### src/sv/cut_grid_pass_counter_macros.svh
// Assertion macros shared by the counter RTL.
`ifndef CUT_GRID_PASS_COUNTER_MACROS_SVH
`define CUT_GRID_PASS_COUNTER_MACROS_SVH

// Property checked on clk_i, off while rst_ni is low.
`define CGPC_ASSERT(lbl, prop, msg) \
  lbl: assert property (@(posedge clk_i) disable iff (!rst_ni) (prop)) else $error(msg);

// Condition that must never be seen on clk_i.
`define CGPC_NEVER(lbl, cond, msg) \
  lbl: assert property (@(posedge clk_i) disable iff (!rst_ni) !(cond)) else $error(msg);

`endif

### src/sv/cgpc_pkg.sv
// Shared constants, types and helper functions of the cut grid counter.
package cgpc_pkg;

  localparam int N_DETA     = 5;
  localparam int N_DPHI     = 5;
  localparam int N_HOE      = 5;
  localparam int N_S9       = 3;
  localparam int N_EOPMIN   = 6;
  localparam int N_SEEMIN   = 4;
  localparam int N_SEEMAX   = 4;
  localparam int N_SAMPLES  = 3;
  localparam int COUNT_BITS = 24;

  localparam int GRID      = N_DETA * N_DPHI * N_HOE * N_S9 * N_EOPMIN * N_SEEMIN * N_SEEMAX;
  localparam int MEM_DEPTH = N_SAMPLES * GRID;
  localparam int ADDR_W    = $clog2(MEM_DEPTH);
  localparam int SAMP_W    = (N_SAMPLES > 1) ? $clog2(N_SAMPLES) : 1;
  localparam int FW        = 44;
  localparam int QDEPTH    = 2;
  localparam int QPTR_W    = 1;

  localparam int DETA_W = (N_DETA > 1) ? $clog2(N_DETA) : 1;
  localparam int DPHI_W = (N_DPHI > 1) ? $clog2(N_DPHI) : 1;
  localparam int HOE_W  = (N_HOE > 1) ? $clog2(N_HOE) : 1;
  localparam int S9_W   = 2;
  localparam int EOP_W  = (N_EOPMIN > 1) ? $clog2(N_EOPMIN) : 1;
  localparam int SEE_W  = 2;

  localparam int DPHI_START[4]   = '{2, 2, 25, 25};
  localparam int DPHI_STEP[4]    = '{3, 3, 10, 10};
  localparam int EOPMAX_START[4] = '{1900, 1900, 999000, 999000};
  localparam int SEEMIN_START[4] = '{0, 0, 0, 2};
  localparam int SEEMAX_START[4] = '{7, 25, 7, 25};

  localparam logic [2:0] CLASS_NONE = 3'd4;

  typedef enum logic [1:0] {
    ACT_EVENT    = 2'd0,
    ACT_RD_BIN   = 2'd1,
    ACT_RD_CLASS = 2'd2,
    ACT_NONE     = 2'd3
  } action_e;

  typedef enum logic [1:0] {
    JOB_SCAN     = 2'd0,
    JOB_ZERO     = 2'd1,
    JOB_RD_BIN   = 2'd2,
    JOB_RD_CLASS = 2'd3
  } job_e;

  typedef enum logic [2:0] {
    ST_CLEAR,
    ST_IDLE,
    ST_SCAN,
    ST_FLUSH,
    ST_RDWAIT
  } state_e;

  typedef logic signed [FW-1:0] feat_t;
  typedef logic [COUNT_BITS-1:0] count_t;

  typedef struct packed {
    job_e              job;
    logic [1:0]        sample;
    logic [1:0]        cls;
    logic [ADDR_W-1:0] addr;
    feat_t             deta;
    feat_t             dphi;
    feat_t             hoe;
    feat_t             s9;
    feat_t             eop;
    feat_t             see;
  } job_t;

  localparam count_t COUNT_MAX = '1;

  function automatic logic [2:0] map_class(input logic [7:0] code);
    logic [2:0] c;
    c = CLASS_NONE;
    if (code == 8'd0) c = 3'd0;
    else if (code == 8'd100) c = 3'd1;
    else if (code >= 8'd30 && code < 8'd40) c = 3'd2;
    else if (code >= 8'd130 && code < 8'd140) c = 3'd3;
    return c;
  endfunction

  // 1000 * x as shifts and subtracts
  function automatic feat_t scale1000(input logic signed [32:0] x);
    feat_t sx;
    sx = {{(FW-33){x[32]}}, x};
    return (sx <<< 10) - (sx <<< 4) - (sx <<< 3);
  endfunction

  // cut of m thousandths in the scaled domain: m * 2^20
  function automatic feat_t milli_thr(input int m);
    longint lm;
    lm = longint'(m) <<< 20;
    return feat_t'(lm);
  endfunction

  function automatic count_t sat_inc(input count_t c);
    return (c == COUNT_MAX) ? c : c + count_t'(1);
  endfunction

endpackage

### src/sv/cgpc_queue.sv
// Two-entry job queue between front end and sweep engine.
`include "cut_grid_pass_counter_macros.svh"
module cgpc_queue import cgpc_pkg::*; (
  input  logic  clk_i,
  input  logic  rst_ni,
  input  logic  push_i,
  input  job_t  data_i,
  input  logic  pop_i,
  output job_t  data_o,
  output logic  full_o,
  output logic  valid_o
);

  job_t              mem_q [QDEPTH];
  logic [QPTR_W-1:0] wr_ptr_q, wr_ptr_d;
  logic [QPTR_W-1:0] rd_ptr_q, rd_ptr_d;
  logic [QPTR_W:0]   count_q, count_d;

  assign full_o  = count_q == (QPTR_W+1)'(QDEPTH);
  assign valid_o = count_q != '0;
  assign data_o  = mem_q[rd_ptr_q];

  always_comb begin
    wr_ptr_d = push_i ? wr_ptr_q + 1'b1 : wr_ptr_q;
    rd_ptr_d = pop_i ? rd_ptr_q + 1'b1 : rd_ptr_q;
    count_d  = count_q;
    if (push_i && !pop_i) count_d = count_q + 1'b1;
    else if (!push_i && pop_i) count_d = count_q - 1'b1;
  end

  always_ff @(posedge clk_i or negedge rst_ni) begin
    if (!rst_ni) begin
      wr_ptr_q <= '0;
      rd_ptr_q <= '0;
      count_q  <= '0;
    end else begin
      wr_ptr_q <= wr_ptr_d;
      rd_ptr_q <= rd_ptr_d;
      count_q  <= count_d;
    end
  end

  always_ff @(posedge clk_i) begin
    if (push_i) mem_q[wr_ptr_q] <= data_i;
  end

  `CGPC_ASSERT(a_count_bound, count_q <= (QPTR_W+1)'(QDEPTH), "queue over depth")
  `CGPC_NEVER(a_pop_empty, pop_i && !valid_o, "pop from empty queue")
  `CGPC_ASSERT(a_count_up, push_i && !pop_i |=> count_q == $past(count_q) + 1'b1, "count slip")

endmodule

### config.mk
export PLATFORM = sky130hd
export DESIGN_NAME = cgpc_queue
export DESIGN_NICKNAME = d
export VERILOG_FILES = /design/src/sv/cgpc_pkg.sv /design/src/sv/cgpc_queue.sv
export VERILOG_INCLUDE_DIRS = /design/src /design/src/sv
export SDC_FILE = /design/constraint.sdc
export NUM_CORES = 1
export LEC_CHECK = 0
export BUFFER_PORTS_ARGS = -buffer_cell sky130_fd_sc_hd__buf_4
export CAP_MARGIN = 15
export CORE_AREA = 2 2 225 227
export DETAILED_ROUTE_END_ITERATION = 8
export DIE_AREA = 0 0 227 229
export MAX_ROUTING_LAYER = met4
export PLACE_DENSITY = 0.81
export SKIP_CTS_REPAIR_TIMING = 1
export SYNTH_ARGS = -nofsm -noshare
export SYNTH_HDL_FRONTEND = slang
export SYNTH_SLANG_ARGS = --single-unit
### constraint.sdc
create_clock -name clk_i -period 14.6 [get_ports clk_i]
set_input_delay 1.46 -clock clk_i [delete_from_list [all_inputs] [get_ports clk_i]]
set_output_delay 1.46 -clock clk_i [all_outputs]
set_load 0.03 [all_outputs]
After elaboration in Yosys (flattened, before gate mapping)
Memories as Yosys holds them, arrays and structs flattened.
Index checks and enable logic that the tools add are counted.
Widths: inputs -> output; s select.
- add/sub/neg operators: 4
- eq/ne operators: 1
- multiplexer cells: 4
- reduce and logical (&&, ||, !) cells: 6
- operators by type and width (kind ; count):
    $mux 2 ; 2
    $reduce_bool 2->1 ; 2
    $add 1x1->1 const B ; 2
    $add 2x1->2 const B ; 1
    $eq 2x2->1 const B ; 1
    $logic_and 1x1->1 ; 2
    $logic_not 1->1 ; 2
    $mux 1 ; 2
    $sub 2x1->2 const B ; 1
- register bits: 4
- bits in writable memories: 574
- input bits: 291
- output and inout port bits: 289
- word-level logic and storage cells: 19
- memories kept: 1
- memories (name ; words ; bits a word ; rd ports ; clocked after Yosys merged registers in ; wr ports ; line ; text):
    mem_q ; 2 ; 287 ; 1 ; 0 ; 1 ; cgpc_queue.sv:14 ; job_t mem_q [QDEPTH];

Depth between registers and ports, before layout
- depth in word-level cells: 4
- mapped depth: 5
- gate-level depth less buffers: 5

Worst setup path after synthesis
Ideal clock, no wire load.
- kind: input to register
- from: input port push_i
- to: memory mem_q[0][0] (netlist bit), enable pin
- library setup time: 0.975 ns
- arrival time: 13.800 ns
- data required time: 13.625 ns
- setup slack: -0.175 ns
- stages on the path: 1
- buffers on the path: 0
- cell sequence: nor2b_1
- longest elaborated chain between the ends: 2
- RTL lines (what ; line ; text):
    start, declared ; cgpc_queue.sv:6 ; input logic push_i,
    $mux 1 ; cgpc_queue.sv:44 ; if (push_i) mem_q[wr_ptr_q] <= data_i;
    $mux 1 (implied by the code) ; cgpc_queue.sv:44 ;
    end, declared ; cgpc_queue.sv:14 ;
No other way between the ends.

==> results.txt <==
----------------------------------------------------
[Worst setup path]
  Number of cells on the worst reg-to-reg path ... 2
  Cells along the critical path ... buf_4 > buf_4 > mux2_2 > buf_4
  WP data arrival ... 4.32 ns
  Bufs and invs on worst path ... 3
  Worst EP required ... 13.14 ns
  Critical path peak fanout ... 71
  Critical Path Slowest Stage Cell ... dfrtp_4
  Critical path startpoint ... rd_ptr_q
  Largest stage delay on the critical path ... 1.10 ns
  Worst reg2reg path endpoint ... mem_q[1][141]
  Critical path endpoint category ... output pin
  Reg2reg setup slack ... 11.87 ns
  Startpoint type of the worst setup path ... flop
  Critical path depth ... 4
  Top delay family on crit path ... buffers and inverters
  Reg-to-Reg Start ... wr_ptr_q
  Worst Setup EP ... data_o[248]
  Cell mode on critical path ... buf_4
  Critical setup path kind ... flop to output pin

[Routing]
  DR WL/cell ... 21.3 um
  Initial DRT Pass Iterations ... 4
  Total number of vias ... 10,800
  Post-detailed-route via-to-cell ratio ... 4.82
  Number of remaining DRC errors ... 0
  Count of routing violations after the opening detailed-route iteration ... 599
  Number of nets with antenna violations after routing ... 0
  Total wire length after detailed routing ... 47,800 um

[Pwr]
  Static Leakage ... 11.2 nW
  Max IR drop VDD ... 0.000142 V
  Power per standard cell area ... 213 nW/um2

[Timing]
  Final worst path period share ... 39.6%
  Hold violation total from the final report ... 0
  Final Critical Period ... 5.78 ns
  Sum of negative setup slack ... 0 ns
  Pin slew with the least headroom to its limit ... 1.12 ns
  Max Transition Viols Final ... 0
  Final setup violating endpoints ... 0
  Final worst hold slack ... 0.510 ns
  Maximum clock skew at final layout ... 0.0113 ns
  Peak clock frequency supported by timing ... 0.173 GHz
  Relative slew slack ... 25.5%
  RSZ-0062 raised after global routing ... no

[Final layout]
  Nets@finish ... 1,815
  Fill cell total of the finished layout ... 3,667
  Fraction of final layout cells with drive strength greater than 1 ... 61.2%
  Area growth syn-to-layout ... 31.0%

[Logic synthesis]
  Cell type with the highest aggregate area in the netlist ... edfxtp_1
  Area share of the leading cell type in the synthesized netlist ... 79.3%
  Top area cells in the synthesized netlist ... edfxtp_1 (79%), mux2_4 (14%), mux2_2 (4.5%)
  Average cell area after synthesis ... 23.9 um2
  Yosys warning count ... 0
  Net Count, Synth ... 1,201
  Combined area of all synthesized cells ... 21,700 um2
  Number of instances in the synthesized netlist ... 909
  Share of the yosys chip area belonging to registers ... 79.8%
  FF+latch count, synth ... 578
  Number of library cell types mapped by synthesis ... 14

[Floorplan]
  Die H ... 229 um
  Number of top-level pins ... 580
  Standard-cell row count ... 82
  Standard cell core area ... 49,700 um2
  Horiz. Die Dim ... 227 um
  Starting density of the core ... 43.8%
  Die Outline Area ... 52,000 um2

[CTS]
  Number of CTS-inserted buffers ... 55
  Root Driver ... clkbuf_16
  Clock tree from TritonCTS ... done
  Clock transition at the registers of the reported paths ... 0.06 ns
  Clock insertion delay at the later pin of the skew report ... 0.58 ns
  Total clock sinks ... 578
  Max clock buf depth ... 3
  H-tree levels ... 2

[Global route]
  Maximum number of pins on one net before global-route repair ... 143
  GRT Resource Usage Total ... 18.2%
  Initial antenna violation count ... 1
  First-pass GRT wire length ... 67,800 um
  Vias in the first global route ... 11,600
  Overflow left after global routing ... 0

[Run]
  Max Cap Violations ... 0

[Place]
  Buffers on Ports ... 579
  Global placement routability congestion ... 0.879
  Dpl hpwl ... 33,400 um

[Outcome]
  Outcome ... finished clean

[Min path]
  HP Class ... flop to flop

----------------------------------------------------
registers in the layout, indices dropped and copies added (netlist names):
| name | count |
|---|---|
| wr_ptr_q | 1 |
| mem_q | 574 |
| count_q | 2 |
| rd_ptr_q | 1 |
power by group:
part,internal (mW),switching (mW),total (mW)
logic,0.999,1.34,2.34
clock network,0.815,0.578,1.39
registers,2.21,0.130,2.34
synthesized netlist by cell type:
library cell	number
xor2_1	4
nor2_1	1
xnor2_1	1
ha_1	1
dfrtp_1	4
buf_6	26
buf_2	6
or2_2	1
nor2b_1	2
edfxtp_1	574
mux2_4	201
mux2_2	86
inv_1	1
and2_1	1
through the flow:
stage               setup WS (ns)  cells  cell area, um2  util (%)  power, mW
finish                       8.82   2239           28500      57.3       6.07
global route                 8.60   2239           28500      57.3       6.29
CTS                          8.79   2238           28500      57.3       6.12
detailed placement           9.43   2138           26700      53.8       4.72
global placement             9.54   2138           26700      53.8       4.68
floorplan                    5.23    909           21700         -       4.06
worst min path at each step:
stage               cells past startpoint  slack, ns  startpoint         end
CTS                                     1       0.52  count_q[1]  count_q[1]
global route                            1       0.54  count_q[1]  count_q[1]
floorplan                               1       0.45  count_q[1]  count_q[1]
detailed placement                      1       0.50  count_q[1]  count_q[1]
global placement                        1       0.47  count_q[1]  count_q[1]
finish                                  1       0.51  count_q[1]  count_q[1]
placed cells by master (no fill, tap or decap), types with 3 or more instances in the layout:
cell and count:
inv_6 4, bufinv_16 7, mux2_4 201, buf_4 588, clkbuf_16 55, clkinv_2 11, clkbuf_1 11, xor2_1 4
edfxtp_1 574, mux2_2 86, clkinv_1 11, dfrtp_1 3
final cells by class:
class	instances	area, um2	area share, %
antenna	1	2.50	0.00879
clock buffer	66	1420	4.98
clock inverter	34	350	1.23
inverter	1	3.75	0.0132
multi-input combinational	298	4080	14.3
sequential	578	17300	60.9
tap	672	841	2.95
timing repair buffer	589	4430	15.6
layer usage:
| metal | vias up | wire [um] | track usage [%] |
|---|---|---|---|
| met5 | - | 0 | - |
| met4 | 0 | 2150 | 8.35 |
| met3 | 112 | 4460 | 6.68 |
| met2 | 477 | 24900 | 31.5 |
| met1 | 5337 | 16300 | 18.1 |
| li1 | 4860 | - | - |
cell families after synthesis:
| group | count (synthesis) | synth area share, % |
|---|---|---|
| flip-flops | 578 | 79.8 |
| multiplexers | 287 | 18.3 |
| adder cells (fa/ha/maj) | 1 | 0.0576 |
| AND/OR/NAND/NOR | 5 | 0.132 |
| XOR/XNOR | 5 | 0.201 |
| buffers and inverters | 33 | 1.50 |
(Power assumes the default switching activity.)
