===== src/sv/cut_grid_pass_counter_macros.svh =====
// Assertion macros shared by the counter RTL.
`ifndef CUT_GRID_PASS_COUNTER_MACROS_SVH
`define CUT_GRID_PASS_COUNTER_MACROS_SVH

// Property checked on clk_i, off while rst_ni is low.
`define CGPC_ASSERT(lbl, prop, msg) \
  lbl: assert property (@(posedge clk_i) disable iff (!rst_ni) (prop)) else $error(msg);

// Condition that must never be seen on clk_i.
`define CGPC_NEVER(lbl, cond, msg) \
  lbl: assert property (@(posedge clk_i) disable iff (!rst_ni) !(cond)) else $error(msg);

`endif


===== src/sv/cgpc_pkg.sv =====
// Shared constants, types and helper functions of the cut grid counter.
package cgpc_pkg;

  localparam int N_DETA     = 5;
  localparam int N_DPHI     = 5;
  localparam int N_HOE      = 5;
  localparam int N_S9       = 3;
  localparam int N_EOPMIN   = 6;
  localparam int N_SEEMIN   = 4;
  localparam int N_SEEMAX   = 4;
  localparam int N_SAMPLES  = 3;
  localparam int COUNT_BITS = 24;

  localparam int GRID      = N_DETA * N_DPHI * N_HOE * N_S9 * N_EOPMIN * N_SEEMIN * N_SEEMAX;
  localparam int MEM_DEPTH = N_SAMPLES * GRID;
  localparam int ADDR_W    = $clog2(MEM_DEPTH);
  localparam int SAMP_W    = (N_SAMPLES > 1) ? $clog2(N_SAMPLES) : 1;
  localparam int FW        = 44;
  localparam int QDEPTH    = 2;
  localparam int QPTR_W    = 1;

  localparam int DETA_W = (N_DETA > 1) ? $clog2(N_DETA) : 1;
  localparam int DPHI_W = (N_DPHI > 1) ? $clog2(N_DPHI) : 1;
  localparam int HOE_W  = (N_HOE > 1) ? $clog2(N_HOE) : 1;
  localparam int S9_W   = 2;
  localparam int EOP_W  = (N_EOPMIN > 1) ? $clog2(N_EOPMIN) : 1;
  localparam int SEE_W  = 2;

  localparam int DPHI_START[4]   = '{2, 2, 25, 25};
  localparam int DPHI_STEP[4]    = '{3, 3, 10, 10};
  localparam int EOPMAX_START[4] = '{1900, 1900, 999000, 999000};
  localparam int SEEMIN_START[4] = '{0, 0, 0, 2};
  localparam int SEEMAX_START[4] = '{7, 25, 7, 25};

  localparam logic [2:0] CLASS_NONE = 3'd4;

  typedef enum logic [1:0] {
    ACT_EVENT    = 2'd0,
    ACT_RD_BIN   = 2'd1,
    ACT_RD_CLASS = 2'd2,
    ACT_NONE     = 2'd3
  } action_e;

  typedef enum logic [1:0] {
    JOB_SCAN     = 2'd0,
    JOB_ZERO     = 2'd1,
    JOB_RD_BIN   = 2'd2,
    JOB_RD_CLASS = 2'd3
  } job_e;

  typedef enum logic [2:0] {
    ST_CLEAR,
    ST_IDLE,
    ST_SCAN,
    ST_FLUSH,
    ST_RDWAIT
  } state_e;

  typedef logic signed [FW-1:0] feat_t;
  typedef logic [COUNT_BITS-1:0] count_t;

  typedef struct packed {
    job_e              job;
    logic [1:0]        sample;
    logic [1:0]        cls;
    logic [ADDR_W-1:0] addr;
    feat_t             deta;
    feat_t             dphi;
    feat_t             hoe;
    feat_t             s9;
    feat_t             eop;
    feat_t             see;
  } job_t;

  localparam count_t COUNT_MAX = '1;

  function automatic logic [2:0] map_class(input logic [7:0] code);
    logic [2:0] c;
    c = CLASS_NONE;
    if (code == 8'd0) c = 3'd0;
    else if (code == 8'd100) c = 3'd1;
    else if (code >= 8'd30 && code < 8'd40) c = 3'd2;
    else if (code >= 8'd130 && code < 8'd140) c = 3'd3;
    return c;
  endfunction

  // 1000 * x as shifts and subtracts
  function automatic feat_t scale1000(input logic signed [32:0] x);
    feat_t sx;
    sx = {{(FW-33){x[32]}}, x};
    return (sx <<< 10) - (sx <<< 4) - (sx <<< 3);
  endfunction

  // cut of m thousandths in the scaled domain: m * 2^20
  function automatic feat_t milli_thr(input int m);
    longint lm;
    lm = longint'(m) <<< 20;
    return feat_t'(lm);
  endfunction

  function automatic count_t sat_inc(input count_t c);
    return (c == COUNT_MAX) ? c : c + count_t'(1);
  endfunction

endpackage


===== src/sv/cgpc_front.sv =====
// Front end: decodes a command into a job for the sweep engine.
module cgpc_front import cgpc_pkg::*; (
  input  logic         [1:0]  action_i,
  input  logic         [1:0]  sample_i,
  input  logic         [7:0]  class_code_i,
  input  logic signed  [31:0] delta_eta_i,
  input  logic signed  [31:0] delta_phi_i,
  input  logic signed  [31:0] h_over_e_i,
  input  logic signed  [31:0] s9_over_s25_i,
  input  logic signed  [31:0] e_over_pout_i,
  input  logic signed  [31:0] sigma_ee_i,
  input  logic         [15:0] bin_index_i,
  input  logic         [1:0]  wanted_class_i,
  output job_t                job_o
);

  logic                samp_ok;
  logic                bin_ok;
  logic [ADDR_W-1:0]   base;
  logic signed [32:0]  hoe_ext;
  logic signed [32:0]  hoe_abs;

  assign samp_ok = 32'(sample_i) < N_SAMPLES;
  assign bin_ok  = 32'(bin_index_i) < GRID;
  assign base    = ADDR_W'(sample_i) * ADDR_W'(GRID);
  assign hoe_ext = {h_over_e_i[31], h_over_e_i};
  assign hoe_abs = hoe_ext[32] ? -hoe_ext : hoe_ext;

  always_comb begin
    job_o.job    = JOB_ZERO;
    job_o.sample = sample_i;
    job_o.cls    = wanted_class_i;
    job_o.addr   = base;
    job_o.deta   = scale1000({delta_eta_i[31], delta_eta_i});
    job_o.dphi   = scale1000({delta_phi_i[31], delta_phi_i});
    job_o.hoe    = scale1000(hoe_abs);
    job_o.s9     = scale1000({s9_over_s25_i[31], s9_over_s25_i});
    job_o.eop    = scale1000({e_over_pout_i[31], e_over_pout_i});
    job_o.see    = scale1000({sigma_ee_i[31], sigma_ee_i});
    case (action_e'(action_i))
      ACT_EVENT: begin
        if (samp_ok && map_class(class_code_i) == {1'b0, wanted_class_i}) job_o.job = JOB_SCAN;
      end
      ACT_RD_BIN: begin
        if (samp_ok && bin_ok) begin
          job_o.job  = JOB_RD_BIN;
          job_o.addr = base + ADDR_W'(bin_index_i);
        end
      end
      ACT_RD_CLASS: begin
        if (samp_ok) job_o.job = JOB_RD_CLASS;
      end
      default: job_o.job = JOB_ZERO;
    endcase
  end

endmodule


===== config.mk =====
export PLATFORM = sky130hd
export DESIGN_NAME = cgpc_front
export DESIGN_NICKNAME = d
export VERILOG_FILES = /design/src/sv/cut_grid_pass_counter_macros.svh /design/src/sv/cgpc_pkg.sv /design/src/sv/cgpc_front.sv
export SDC_FILE = /design/constraint.sdc
export NUM_CORES = 1
export LEC_CHECK = 0
export ABC_AREA = 1
export BUFFER_PORTS_ARGS = -buffer_cell sky130_fd_sc_hd__clkbuf_2
export CAP_MARGIN = 20
export CORE_AREA = 3 3 306 308
export DETAILED_ROUTE_END_ITERATION = 8
export DIE_AREA = 0 0 309 311
export MAX_ROUTING_LAYER = met4
export PLACE_DENSITY = 0.5
export SYNTH_ARGS = -nofsm -noshare
export SYNTH_HDL_FRONTEND = slang
export SYNTH_SLANG_ARGS = --single-unit

===== constraint.sdc =====
create_clock -name vclk -period 5.4
set_input_delay 1.08 -clock vclk [all_inputs]
set_output_delay 1.08 -clock vclk [all_outputs]
set_load 0.005 [all_outputs]

Yosys cells after proc, flatten, opt, wreduce, memory -nomap -nowiden. Cells that the tools add are included.

Reductions and logical operators: 6. Eq/ne operators: 4. Magnitude comparators: 6. Add/subtract/negate cells: 14. Multipliers: 1. Multiplexer cells: 12.

Operator list (count): $sub 43x35->44 (5); $sub 42x36->43 (5); $sub 43x37->44 (1); $sub 44x36->44 (1); $mux 17 (2); $mux 33 (1); $neg 32->33 (1); $add 17x16->17 (1); $lt 16x16->1 const B (1); $mux 3 (5); $mul 2x11->12 const B (1); $eq 8x7->1 const B (1); $ge 8x5->1 const B (1); $ge 8x8->1 const B (1); $logic_not 8->1 (1); $lt 8x6->1 const B (1); $lt 8x8->1 const B (1); $pmux 2 s3 (1); $logic_and 1x1->1 (4); $mux 2 (2); $eq 3x2->1 (1); $eq 2x1->1 const B (1); $eq 2x2->1 const B (1); $logic_not 2->1 (1); other kinds (2) (2).

Bits of input ports: 222. Output and inout bits: 287. Logic and storage cells: 43. Bits in registers: 0.

Logic depth before layout (Yosys ltp). Gate-level depths: netlist of the first run.

Depth after elaboration: 11. Mapped depth: 27. Depth with buffers taken out: 27.

Worst setup path before layout of the first run. No wires, ideal clock.

Kind: input -> output. Start: input h_over_e_i[0]. End: output job_o[172] (netlist bit). Buffers on the path: 0. Stages: 21. Path slack: 0.374 ns. Arrival time: 3.946 ns. Data required time: 4.320 ns. Cell sequence: inv_2 -> ha_1 -> nand3_1 -> inv_2 -> nand3_2 -> nor2_1 -> nand2_1 -> nand2_2 -> nand2_1 -> xor2_1 -> inv_1 -> fa_1 -> ha_1 -> a21oi_1 -> o21ai_0 -> a21oi_1 -> nor2_1 -> nor2_1 -> nand2_1 -> nand2_1 -> nand2_1.

RTL lines: from (decl) (RTL line cgpc_front.sv:8) `input logic signed [31:0] h_over_e_i,`; to (decl) (RTL line cgpc_front.sv:14) `output job_t job_o`.

==> results of run 1 <==
[metal layers]
layer,track usage,up-vias
li1,-,14200
met1,0.279,12900
met2,0.341,749
met3,0.0110,60
met4,0.0228,0
met5,-,-
[through the flow]
step / TNS [ns] / instance area (um^2)
after floorplan: 0 / 22800
after global placement: -6.27 / 27800
after detailed placement: -8.35 / 27800
after CTS: 0 / 28600
after global routing: -0.915 / 29500
final: 0 / 29500
[final cells by class]
type / count / area [um^2] / share of cell area
Antenna cell: 9 / 22.5 / 0.000763
Timing Repair Buffer: 675 / 3910 / 0.132
Inverter: 688 / 2590 / 0.0879
Tap cell: 1186 / 1480 / 0.0503
Multi-Input combinational cell: 3350 / 21500 / 0.729
[power groups by stage]
stage                     combinational [mW]  sequential (mW)   clock [mW]
final                                   7.14                0  0.000000226
after global routing                    7.84                0  0.000000125
after CTS                               6.75                0            0
after detailed placement                6.34                0            0
after global placement                  6.37                0            0
after floorplan                         3.58                0            0
[final timing paths]
path | start | to | depth (start not counted)
hold / removal | wanted_class_i[0] | job_o[281] | 2
setup / recovery | h_over_e_i[15] | job_o[175] | 20
[cell usage after synthesis, drive strengths merged]
cell | instances | area (um^2)
o211ai | 9 | 77.6
o31ai | 1 | 7.51
nor3 | 36 | 180
buf | 34 | 240
a21o | 17 | 128
nand3b | 5 | 37.5
or2 | 6 | 37.5
o21a | 30 | 225
nand3 | 215 | 1090
nand2 | 1266 | 4770
nor2 | 511 | 1920
inv | 688 | 2580
a31o | 1 | 8.76
o21bai | 28 | 221
fa | 148 | 2960
o2111ai | 1 | 8.76
a21boi | 1 | 7.51
a31oi | 9 | 56.3
a21oi | 314 | 1580
nor4 | 11 | 68.8
xnor2 | 44 | 393
nand2b | 2 | 12.5
ha | 293 | 3670
nand4 | 52 | 325
xor2 | 112 | 981
and3 | 4 | 25.0
conb | 2 | 7.51
o21ai | 209 | 1080
[timing repair]
| action | CTS | global route |
|---|---|---|
| setup endpoints to repair | 32 | 34 |
| pin swaps | 36 | 104 |
| cloned | 0 | 0 |
| gates resized for setup | 168 | 240 |
| buffers inserted | 4 | 10 |
[cell families after synthesis]
logic type,after synthesis,share of synthesized area
compound gates,620,0.150
xor+xnor,156,0.0605
fa+ha+maj,441,0.292
buf+inv,722,0.124
other cells,2,0.000331
simple gates,2108,0.373
==> flow_metrics.tcl, run 1 <==
set metrics [dict create \
    p_seq_frac 0 \
    fmax_mhz 188 \
    grt_pass1_wl_um 152000 \
    dp_hpwl_um 90600 \
    first_pass_iters 6 \
    switching_share 0.613 \
    syn_area_per_cell_um2 5.61 \
    post_drt_wl_per_cell_um 16.9 \
    synth_cell_type_count 39 \
    fp.dieH_um 311 \
    coreArea_um2 91400 \
    p_int_mw 2.76 \
    grt_max_degree 35 \
    drive_above_1_share 0.211 \
    wl_met3_um 4970 \
    crit_slowest_cell "fa_1" \
    grt_setup_unrepaired "true" \
    end_kind "output pin" \
    syn2layout_area_growth_pct 30.1 \
    setup_ws_ns 0.0720 \
    place.gp.congestion 0.989 \
    drv_slew 0 \
    p_per_area_nw_per_um2 242 \
    period_share 0.987 \
    ios 509 \
    io_buffers 491 \
    dieArea_um2 96100 \
    start_kind "primary input" \
    hold_viol_final 0 \
    power_frac_clock 0 \
    timing.hold.ws_ns 2.41 \
    layout_commonest_cell "nand2_1" \
    row_count 111 \
    drt_first_iter_violations 1734 \
    fill_cells 10500 \
    power_frac_comb 1.000 \
    gr-total-overflow 0 \
    path_delay_family "simple AND/OR/NAND/NOR gates" \
    dr_wl_met2_um 46900 \
    via_per_inst 4.71 \
    ys_warn_count 0 \
    syn_inst 4049 \
    start_util 0.248 \
    wirelength_um 99900 \
    slowest_delay_ns 0.41 \
    dpl.cell_count 5885 \
    critPathBufInv 6 \
    drc 0 \
    vias 27800 \
    holdBufCountCts 0 \
    drtAntennaViolNets 0 \
    setup_violations 0 \
    critPathMaxFanout 4 \
    numSequentialCells 0 \
    top_layer "met4" \
    peakVddDrop_mv 0.0970 \
    min_period_ns 5.33 \
    cp_cell_sequence "clkbuf_2, nor2_2, buf_4, nand3_2, nor2_2, nand3_2, o21ai_2, xor2_2, buf_4, fa_1, inv_1, ha_4, nand2_2, nor2_2, nand2_1, inv_1, a21oi_2, nand3_4, a21oi_2, buf_4" \
    holdCritPathClass "in -> out" \
    finalPower_mw 7.14 \
    syn-cell-area_um2 22700 \
    worst-endpoint-arrival_ns 4.25 \
    seq_area_um2 0 \
    p_leak_nw 16.0 \
    nClkBuffers 0 \
    tightest_slew_ns 0.590 \
    post-route-util 0.323 \
    wl_met1_um 46700 \
    max_slew_margin 0.603 \
    grt_use_total 0.204 \
    grt_pass1_vias 27100 \
    ys_seq_area_frac 0 \
    required_ns 4.32 \
    layout.nets 5378 \
    antenna_found_initial 12 \
    most-common-layout-cells "nand2_1 (1187), inv_1 (665), clkbuf_2 (480), nor2_1 (444), a21oi_1 (271)" \
    switchingPower_mw 4.38 \
    crit_type "in -> out" \
    die_w_um 309 \
    cap_violations 0 \
    status "completed" \
    finalNonFillerCells 5908 \
    dp_slack_ns -0.403 \
]
(Power assumes the default switching activity.)
==> inputs of run 2 (changes only) <==
MAX_ROUTING_LAYER = not set   (was met4)
==> flow_metrics.tcl, run 2 (synthesized netlist as in run 1, its figures left out) <==
set metrics [dict create \
    power_frac_comb 1.000 \
    setup_ws_ns 0.0377 \
    row_count 111 \
    min_path_cells 2 \
    p_per_area_nw_per_um2 239 \
    crit_type "in -> out" \
    coreArea_um2 91400 \
    fp.dieH_um 311 \
    dieArea_um2 96100 \
    post_drt_wl_per_cell_um 16.8 \
    max_slew_margin 0.597 \
    cp_cell_sequence "buf_8, inv_8, ha_4, nand3_4, inv_4, nand3_4, nor2_4, nand2_1, nand2_2, nand2_2, xor2_2, inv_2, fa_1, ha_4, nand2_4, nor2_4, nand2_2, nor4_2, nand2_1, nand2_1, nand2_1, nand2_2, clkbuf_2" \
    holdBufCountCts 0 \
    start_util 0.248 \
    finalSetupTns_ns 0 \
    io_buffers 491 \
    status "completed" \
    dp_hpwl_um 90100 \
    crit_slowest_cell "fa_1" \
    ios 509 \
    gr-total-overflow 0 \
    via_per_inst 4.70 \
    nClkBuffers 0 \
    min_period_ns 5.36 \
    numSequentialCells 0 \
    drive_above_1_share 0.210 \
    grt_pass1_wl_um 152000 \
    grt_pass1_vias 27400 \
    power_frac_clock 0 \
    critPathBufInv 5 \
    grt_use_total 0.198 \
    fill_cells 10500 \
    p_leak_nw 16.0 \
    switchingPower_mw 4.32 \
    switching_share 0.612 \
    place.gp.congestion 0.961 \
    worst-path-stages 23 \
    first_pass_iters 5 \
    layout_commonest_cell "nand2_1" \
    seq_area_um2 0 \
    hold_viol_final 0 \
    most-common-layout-cells "nand2_1 (1196), inv_1 (662), clkbuf_2 (482), nor2_1 (442), a21oi_1 (271)" \
    drv_slew 0 \
    p_int_mw 2.73 \
    end_kind "output pin" \
    wirelength_um 99400 \
    holdCritPathClass "in -> out" \
    placed_area_um2 27800 \
    vias 27800 \
    cap_violations 0 \
    start_kind "primary input" \
    grt_setup_unrepaired "true" \
    worst-endpoint-arrival_ns 4.28 \
    syn2layout_area_growth_pct 29.7 \
    path_delay_family "simple AND/OR/NAND/NOR gates" \
    peakVddDrop_mv 0.0992 \
    required_ns 4.32 \
    finalPower_mw 7.05 \
    finalInstanceArea_um2 29400 \
    drc 0 \
    period_share 0.993 \
    layout.nets 5383 \
    grt_max_degree 35 \
    setup_violations 0 \
    p_seq_frac 0 \
    antenna_found_initial 13 \
    dp_slack_ns -0.411 \
    fmax_mhz 186 \
    drt_first_iter_violations 1800 \
    critPathMaxFanout 4 \
    die_w_um 309 \
    tightest_slew_ns 0.599 \
    slowest_delay_ns 0.51 \
    drtAntennaViolNets 0 \
]
==> run 2: cell types whose count changed in the layout (fill, tap and decap cells not counted), moves of 3 or more <==
| cell | previous run | this run |
|---|---|---|
| ha_1 | 262 | 265 |
| nor2_4 | 33 | 29 |
| inv_1 | 665 | 662 |
| inv_2 | 20 | 23 |
| nand2_1 | 1187 | 1196 |
| xor2_2 | 11 | 14 |
| buf_4 | 182 | 186 |
| nand2_4 | 18 | 12 |
| xor2_1 | 101 | 98 |
| nor2_2 | 34 | 40 |
| nand2_2 | 61 | 57 |
==> run 2: stage by stage <==
step	instances	hold WS, ns	util
final	5912	2.40	0.322
after global routing	5906	2.41	0.322
after CTS	5897	2.41	0.311
after detailed placement	5891	2.40	0.304
after global placement	5891	2.41	0.304
after floorplan	4072	2.21	-
==> run 2: final timing paths <==
check | startpoint | end | slack, ns
worst max-delay path | h_over_e_i[1] | job_o[171] | 0.04
worst min-delay path | wanted_class_i[0] | job_o[281] | 2.40
==> run 2: timing repair <==
| item | in CTS | in global routing |
|---|---|---|
| pin swaps | 40 | 82 |
| gates resized for setup | 121 | 263 |
| cloned | 0 | 0 |
| endpoints found under the setup margin | 30 | 35 |
| setup buffers | 6 | 7 |
==> run 2: cell type report <==
class / count / area, um^2 / share of cell area
diodes: 8 / 20.0 / 0.000680
multi-input cells: 3350 / 21400 / 0.728
inverters: 688 / 2590 / 0.0881
well taps: 1186 / 1480 / 0.0504
repair buffers: 680 / 3930 / 0.133
==> run 2: layer usage <==
metal | track usage | part of all wire
met1 | 0.274 | 0.46
met2 | 0.337 | 0.46
met3 | 0.0148 | 0.056
met4 | 0.0355 | 0.023
met5 | 0 | 0.00010
==> run 2: power by group through the flow <==
stage | clock, mW | combinational (mW) | sequential [mW]
6_report | 0.000000200 | 7.05 | 0
5_1_grt | 0.0000000497 | 7.76 | 0
4_1_cts | 0 | 6.62 | 0
3_5_place_dp | 0 | 6.32 | 0
3_3_place_gp | 0 | 6.35 | 0
2_1_floorplan | 0 | 3.58 | 0
==> inputs of run 3 (changes only) <==
CORE_AREA = 2 2 305 307   (was 3 3 306 308)
DIE_AREA = 0 0 307 309   (was 0 0 309 311)
==> flow_metrics.tcl, run 3 (synthesized netlist as in run 1, its figures left out) <==
set metrics [dict create \
    status "completed" \
    power_frac_clock 0 \
    gr-total-overflow 0 \
    die_w_um 307 \
    slowest_delay_ns 0.49 \
    dieArea_um2 94900 \
    power_frac_comb 1.000 \
    hold_viol_final 0 \
    switching_share 0.611 \
    tightest_slew_ns 0.584 \
    setup_violations 0 \
    drtAntennaViolNets 0 \
    switchingPower_mw 4.27 \
    drt_first_iter_violations 1867 \
    place.gp.congestion 0.958 \
    dp_hpwl_um 89600 \
    ios 509 \
    holdCritPathClass "in -> out" \
    post_drt_wl_per_cell_um 16.6 \
    coreArea_um2 91400 \
    antenna_found_initial 17 \
    io_buffers 491 \
    syn2layout_area_growth_pct 29.0 \
    peakVddDrop_mv 0.0967 \
    min_period_ns 5.37 \
    seq_area_um2 0 \
    p_seq_frac 0 \
    max_slew_margin 0.607 \
    dp_slack_ns -0.453 \
    p_int_mw 2.72 \
    drv_slew 0 \
    p_per_area_nw_per_um2 239 \
    nClkBuffers 0 \
    end_kind "output pin" \
    start_kind "primary input" \
    most-common-layout-cells "nand2_1 (1206), inv_1 (666), clkbuf_2 (487), nor2_1 (452), a21oi_1 (286)" \
    critPathMaxFanout 4 \
    min_path_cells 2 \
    drive_above_1_share 0.201 \
    p_leak_nw 16.0 \
    wirelength_um 98100 \
    cp_cell_sequence "buf_8, inv_6, ha_4, nand3_2, buf_4, o21ai_1, xor2_1, buf_4, inv_1, fa_1, ha_4, nand2_2, nor2_1, buf_4, nand4_1, nand3_2, nand2_1, nand2_1, xor2_1, buf_4, clkbuf_2" \
    finalPower_mw 7.00 \
    crit_type "in -> out" \
    first_pass_iters 6 \
    fp.dieH_um 309 \
    holdBufCountCts 0 \
    cap_violations 0 \
    grt_max_degree 35 \
    row_count 111 \
    grt_setup_unrepaired "true" \
    via_per_inst 4.68 \
    vias 27700 \
    grt_use_total 0.199 \
    layout_commonest_cell "nand2_1" \
    drc 0 \
    required_ns 4.32 \
    grt_pass1_wl_um 149000 \
    setup_ws_ns 0.0318 \
    worst-endpoint-arrival_ns 4.29 \
    fmax_mhz 186 \
    period_share 0.994 \
    start_util 0.248 \
    numSequentialCells 0 \
    grt_pass1_vias 27100 \
    path_common_cell "buf_4" \
    crit_slowest_cell "fa_1" \
    layout.nets 5395 \
]
[run 3: timing repair]
action,CTS,global route
hold endpoints to repair,0,0
resized for setup,130,177
pin swaps,43,81
endpoints found under the setup margin,33,34
buffers inserted,7,7
[run 3: worst max-delay path, delay by kind of cell]
kind / cells / cell delay (ns)
fa+ha+maj: 3 / 0.93
buf+inv: 8 / 0.93
compound gates: 1 / 0.13
xor+xnor: 2 / 0.43
simple gates: 7 / 0.79
[run 3: layer usage]
layer / GRT usage / up-vias / wire length (um)
met5: 0 / - / 35
met4: 0.0406 / 6 / 1940
met3: 0.0246 / 80 / 6050
met2: 0.339 / 774 / 45300
met1: 0.268 / 12700 / 44800
li1: - / 14200 / -
[run 3: metrics by stage]
step                hold WS (ns)  setup TNS [ns]   util  instances  area [um^2]
detailed placement          2.38           -9.35  0.305       5902        27900
global route                2.38           -2.05  0.320       5920        29300
floorplan                   2.21               0      -       4072        22800
global placement            2.38           -8.34  0.305       5902        27900
finish                      2.38               0  0.320       5927        29300
CTS                         2.38               0  0.312       5909        28500
[run 3: final cells by class]
type / count / area, um^2
inverters: 688 / 2590
repair buffers: 692 / 4010
fillers: 10600 / 62100
multi-input cells: 3350 / 21200
diodes: 11 / 27.5
well taps: 1186 / 1480
[run 3: worst paths after layout]
path / startpoint / endpoint
worst max-delay path: h_over_e_i[0] / job_o[161]
worst min-delay path: wanted_class_i[0] / job_o[281]
[run 3: power by group through the flow]
stage          registers (mW)  clock network [mW]  logic, mW
2_1_floorplan               0                   0       3.58
3_3_place_gp                0                   0       6.46
3_5_place_dp                0                   0       6.43
4_1_cts                     0                   0       6.74
5_1_grt                     0        0.0000000999       7.72
6_report                    0         0.000000276       7.00
